--- src/hdl/fic_pkg.sv ---
// Shared constants and types for the interval count block.
package fic_pkg;

  localparam int POSITIONS = 65536;
  localparam int IDX_W     = $clog2(POSITIONS);
  localparam int POS_W     = 16;
  localparam int CNT_W     = 32;
  localparam int KW        = ((IDX_W + 1) > (POS_W + 1)) ? (IDX_W + 1) : (POS_W + 1);

  typedef enum logic [2:0] {
    WALK_RD_LEFT,
    WALK_RD_RIGHT,
    WALK_UP_LEFT,
    WALK_UP_LEFT_NEXT,
    WALK_UP_RIGHT,
    WALK_UP_RIGHT_NEXT
  } walk_t;

  typedef struct packed {
    logic  load;
    logic  walk_init;
    logic  step;
    logic  clr;
    logic  out_load;
    walk_t walk;
  } cmd_t;

  typedef struct packed {
    logic bad;
    logic walk_end;
    logic clr_last;
  } stat_t;

endpackage

--- src/hdl/fic_ctrl.sv ---
// Controller: clearing pass, walk sequencing and stream handshakes.
module fic_ctrl (
  input  logic           clk,
  input  logic           rst,
  input  logic           in_valid,
  output logic           in_ready,
  output logic           out_valid,
  input  logic           out_ready,
  output fic_pkg::cmd_t  cmd,
  input  fic_pkg::stat_t stat
);

  typedef enum logic [2:0] {
    ST_CLEAR,
    ST_IDLE,
    ST_CHECK,
    ST_INIT,
    ST_RD,
    ST_STEP,
    ST_DONE
  } state_t;

  state_t        state;
  fic_pkg::walk_t walk;
  logic          out_free;

  assign in_ready = (state == ST_IDLE);
  assign out_free = !out_valid || out_ready;

  always_comb begin
    cmd           = '0;
    cmd.walk      = walk;
    cmd.load      = (state == ST_IDLE) && in_valid;
    cmd.walk_init = (state == ST_INIT);
    cmd.step      = (state == ST_STEP);
    cmd.clr       = (state == ST_CLEAR);
    cmd.out_load  = (state == ST_DONE) && out_free;
  end

  always_ff @(posedge clk) begin
    if (rst) begin
      state     <= ST_CLEAR;
      walk      <= fic_pkg::WALK_RD_LEFT;
      out_valid <= 1'b0;
    end else begin
      if (cmd.out_load) begin
        out_valid <= 1'b1;
      end else if (out_ready) begin
        out_valid <= 1'b0;
      end
      unique case (state)
        ST_CLEAR: begin
          if (stat.clr_last) begin
            state <= ST_IDLE;
          end
        end
        ST_IDLE: begin
          if (in_valid) begin
            state <= ST_CHECK;
          end
        end
        ST_CHECK: begin
          walk <= fic_pkg::WALK_RD_LEFT;
          if (stat.bad) begin
            state <= ST_DONE;
          end else begin
            state <= ST_INIT;
          end
        end
        ST_INIT: begin
          state <= ST_RD;
        end
        ST_RD: begin
          if (stat.walk_end) begin
            if (walk == fic_pkg::WALK_UP_RIGHT_NEXT) begin
              state <= ST_DONE;
            end else begin
              walk  <= fic_pkg::walk_t'(walk + 3'd1);
              state <= ST_INIT;
            end
          end else begin
            state <= ST_STEP;
          end
        end
        ST_STEP: begin
          state <= ST_RD;
        end
        ST_DONE: begin
          if (out_free) begin
            state <= ST_IDLE;
          end
        end
        default: begin
          state <= ST_IDLE;
        end
      endcase
    end
  end

endmodule

--- config.mk ---
export PLATFORM = sky130hd
export DESIGN_NAME = fic_ctrl
export DESIGN_NICKNAME = d
export VERILOG_FILES = /design/src/hdl/fic_pkg.sv /design/src/hdl/fic_ctrl.sv
export SDC_FILE = /design/constraint.sdc
export NUM_CORES = 1
export LEC_CHECK = 0
export BUFFER_PORTS_ARGS = -buffer_cell sky130_fd_sc_hd__buf_2
export CORE_AREA = 2 2 39 41
export CTS_CLUSTER_DIAMETER = 50
export DETAILED_ROUTE_END_ITERATION = 10
export DIE_AREA = 0 0 41 43
export MAX_ROUTING_LAYER = met4
export SYNTH_ARGS = -nofsm -noshare
export SYNTH_HDL_FRONTEND = slang
export SYNTH_SLANG_ARGS = --single-unit
export TNS_END_PERCENT = 50
--- constraint.sdc ---
create_clock -name clk -period 3.3 [get_ports clk]
set_clock_uncertainty 0.2 [all_clocks]
set_input_delay 0.495 -clock clk [delete_from_list [all_inputs] [get_ports clk]]
set_output_delay 0.495 -clock clk [all_outputs]
set_load 0.01 [all_outputs]
---- After elaboration in Yosys (flattened, before gate mapping) ----
Index checks and enable logic that the tools add are counted.
cells by class
  add/sub/neg operators ................... 1
  eq/ne operators ......................... 12
  mux-type cells .......................... 12
  reductions and logical operators ........ 10
operator list
  cell                 count
  $mux 3               8
  $pmux 3 s6           1
  $eq 3x3->1 const B   4
  $ne 2x2->1 const B   4
  $eq 3x2->1 const B   2
  $pmux 3 s2           1
  $reduce_and 3->1     2
  $reduce_bool 2->1    2
  $add 3x1->3 const B  1
  $eq 3x1->1 const B   1
  $logic_not 3->1      1
  $logic_and 1x1->1    2
  $mux 1               2
  $ne 2x1->1 const B   1
  $reduce_or 2->1      1
  $logic_not 1->1      1
  $logic_or 1x1->1     1
word-level totals
  register bits after elaboration ......... 7
  output and inout port bits .............. 10
  word-level logic and storage cells ...... 38

---- Logic depth before layout (Yosys ltp) ----
  depth after elaboration ................. 4
  mapped depth ............................ 5

---- Least setup slack after synthesis ----
Ideal clock, no wire load.
  path type ............................... reg2out
  from .................................... register state[2]
  to ...................................... output cmd[7] (netlist name)
  arrival ................................. 1.119 ns
  required time ........................... 2.605 ns
  path slack .............................. 1.486 ns
  stages on the path, launching flop included .. 4
  path through ............................ dfxtp_1 clkbuf_1 nor3b_1 and2_1
RTL lines
  item                    RTL line        RTL
  start, declared         fic_ctrl.sv:23  state_t state;
  start signal, assigned  fic_ctrl.sv:42  state <= ST_CLEAR;
  start signal, assigned  fic_ctrl.sv:54  state <= ST_IDLE;
  start signal, assigned  fic_ctrl.sv:59  state <= ST_CHECK;
  end, declared           fic_ctrl.sv:9   output fic_pkg::cmd_t cmd,

==> flow_metrics.env <==
export IMPL_status="completed"
export IMPL_antenna_found_initial=0
export IMPL_coreArea_sq_um=1380
export IMPL_cts_reportedPaths_clkPinSlew_ns=0.06
export IMPL_required_ns=2.60
export IMPL_num_nets_final=81
export IMPL_hp_class="in -> reg"
export IMPL_routedWlPerCell_um=11.2
export IMPL_cts_sinks=7
export IMPL_slew_violations=0
export IMPL_ys_ff_latch=7
export IMPL_synth_edf_count=0
export IMPL_synth_ff_type="dfxtp_1"
export IMPL_netlist_area_sq_um=463
export IMPL_setup_ws_ns=1.25
export IMPL_cts_htree_levels=1
export IMPL_drt_pass1_iterations=3
export IMPL_timing_fmax_mhz=488
export IMPL_grt_pass1_vias=339
export IMPL_num_vias=450
export IMPL_ys_types=28
export IMPL_yosysWarnings=0
export IMPL_ys_async_sr_fraction=0
export IMPL_total_power_mw=0.246
export IMPL_grt_pass1_wl_um=1420
export IMPL_multi_input_comb_area_sq_um=300
export IMPL_clkLatencyLatePin_ns=0.25
export IMPL_cp_end_kind="output port"
export IMPL_ioPinCount=17
export IMPL_antenna_cells=0
export IMPL_r2r_start="state[2]"
export IMPL_fill_cells=140
export IMPL_grt_max_degree=18
export IMPL_seq_area_frac_synth=0.303
export IMPL_die_x_um=41
export IMPL_syn_avg_cell_area_sq_um=8.57
export IMPL_hold_viol=0
export IMPL_die_area_sq_um=1760
export IMPL_synthCells=54
export IMPL_drive_above_1_share=0.324
export IMPL_synth_top_area_frac=0.303
export IMPL_grt_overflow=0
export IMPL_routed_wl_um=976
export IMPL_final_seq_area_sq_um=140
export IMPL_area_growth_pct=25.1
export IMPL_synth_nets=63
export IMPL_r2r_cells=3
export IMPL_pre_cts_ws_ns=1.43
export IMPL_layout_worst_path_cycle_share=0.621
export IMPL_crit_type="reg -> out"
export IMPL_cts_tree="yes"
export IMPL_vias_per_cell=5.17
export IMPL_synth_top_area_cell="dfxtp_1"
export IMPL_ctsHoldBuffers=0
export IMPL_worstMarginPinSlew_ns=0.450
export IMPL_rows=14
export IMPL_fin_util=0.419
export IMPL_rsz0062_at_grt="no"
export IMPL_drc=0
export IMPL_irDropWorstVdd_mv=0.178
export IMPL_cts_inserted_buffers=3
export IMPL_path_max_fanout=16
export IMPL_maxCapViolCount=0
export IMPL_track_usage=0.125
export IMPL_min_from="rst"
export IMPL_tns_ns=0
export IMPL_power_density_nw_per_um2=425
export IMPL_clock_path_buffers=2
export IMPL_maxSlewHeadroom=0.700
export IMPL_die_h_um=43
export IMPL_min_period_ns=2.05
export IMPL_crit_start="state[0]"
export IMPL_post_cts_buffers=0
export IMPL_initial_core_util=0.335
export IMPL_cts_resized=0
export IMPL_setup_viol=0
export IMPL_p_leak_nw=0.245
export IMPL_cp_start_kind="register"
export IMPL_synth_area_leaders="dfxtp_1 (30%), a21oi_1 (6.5%), ha_1 (5.4%), nor3b_1 (4.9%), o211ai_1 (4.9%)"
export IMPL_critical_path_arrival_ns=1.36
export IMPL_hold_depth=2
export IMPL_gp_congestion=0.778
export IMPL_port_buffers=16
export IMPL_ant_nets=0
export IMPL_drtIter0Drc=6
export IMPL_root_buffer="clkbuf_4"
==> through the flow <==
stage               hold WS, ns  instance area [sq um]  std cells
floorplan                 0.334                    463         54
global placement          0.324                    552         83
detailed placement        0.329                    552         83
CTS                       0.287                    579         87
global route              0.292                    579         87
finish                    0.295                    579         87
==> area by class of cell <==
cell class,instances,area share
Inverter,3,0.0194
Clock buffer,3,0.0389
Clock inverter,1,0.00864
Timing Repair Buffer,16,0.138
Tap cell,16,0.0346
Sequential cell,7,0.242
Multi-Input combinational cell,41,0.518
==> synthesized netlist by cell type, drive strengths merged (2+ instances only) <==
| cell | number |
|---|---|
| or3 | 3 |
| a211oi | 2 |
| nor3 | 2 |
| or3b | 2 |
| dfxtp | 7 |
| ha | 2 |
| nor3b | 3 |
| a21o | 2 |
| clkbuf | 3 |
| a21oi | 6 |
| inv | 3 |
| o211ai | 3 |
| nand3b | 2 |
==> kinds of logic after synthesis <==
| kind of cell | share of synthesized area |
|---|---|
| compound gates | 0.276 |
| fa+ha+maj | 0.0540 |
| buf+inv | 0.0486 |
| flops | 0.303 |
| simple gates | 0.319 |
==> state kept, by name, indices dropped and copies added (netlist names) <==
name and flops:
state 3, walk 3, out_valid 1
==> report_power, final <==
group / internal (mW) / switching (mW) / leakage [nW]
registers: 0.0904 / 0.0178 / 0.0569
logic: 0.0325 / 0.0270 / 0.170
clock network: 0.0444 / 0.0344 / 0.0177
total: 0.167 / 0.0792 / 0.245
==> metal layers <==
metal,global-route usage,vias to the layer above,share of wire
li1,-,242,-
met1,0.155,198,0.48
met2,0.163,8,0.47
met3,0.0314,2,0.040
met4,0.100,0,0.0092
met5,-,-,0
==> worst paths after layout <==
| check | endpoint | slack [ns] |
|---|---|---|
| worst max register to register | walk[2] | 1.42 |
| worst max-delay path | cmd[7] | 1.25 |
| worst min-delay path | state[2] | 0.30 |
| worst min register to register | walk[1] | 0.33 |
==> critical path: stages, from the launching register on <==
cell and delay [ns]:
dfxtp_1 0.58, nor3b_1 0.26, and2_1 0.15, buf_2 0.12
==> cell usage in the layout, fill, tap and decap left out <==
master and count:
buf_2 16, dfxtp_1 7, a21oi_1 6, nor3b_1 3, inv_1 3, o211ai_1 3
or3_1 3, clkbuf_4 3, nand3b_1 2, nor3_1 2, a21o_1 2, a211oi_1 2
ha_1 2, nand2b_1 1, nor2b_1 1, and3_1 1, and2_1 1, o21bai_1 1
nand4bb_1 1, a21bo_2 1, or3b_4 1, or3b_2 1, o311ai_0 1, or4_1 1
nand4b_1 1, nand3_1 1, a221oi_1 1, nand2_1 1, o211a_1 1, clkinv_2 1
Power figures use the tool's default switching activity.
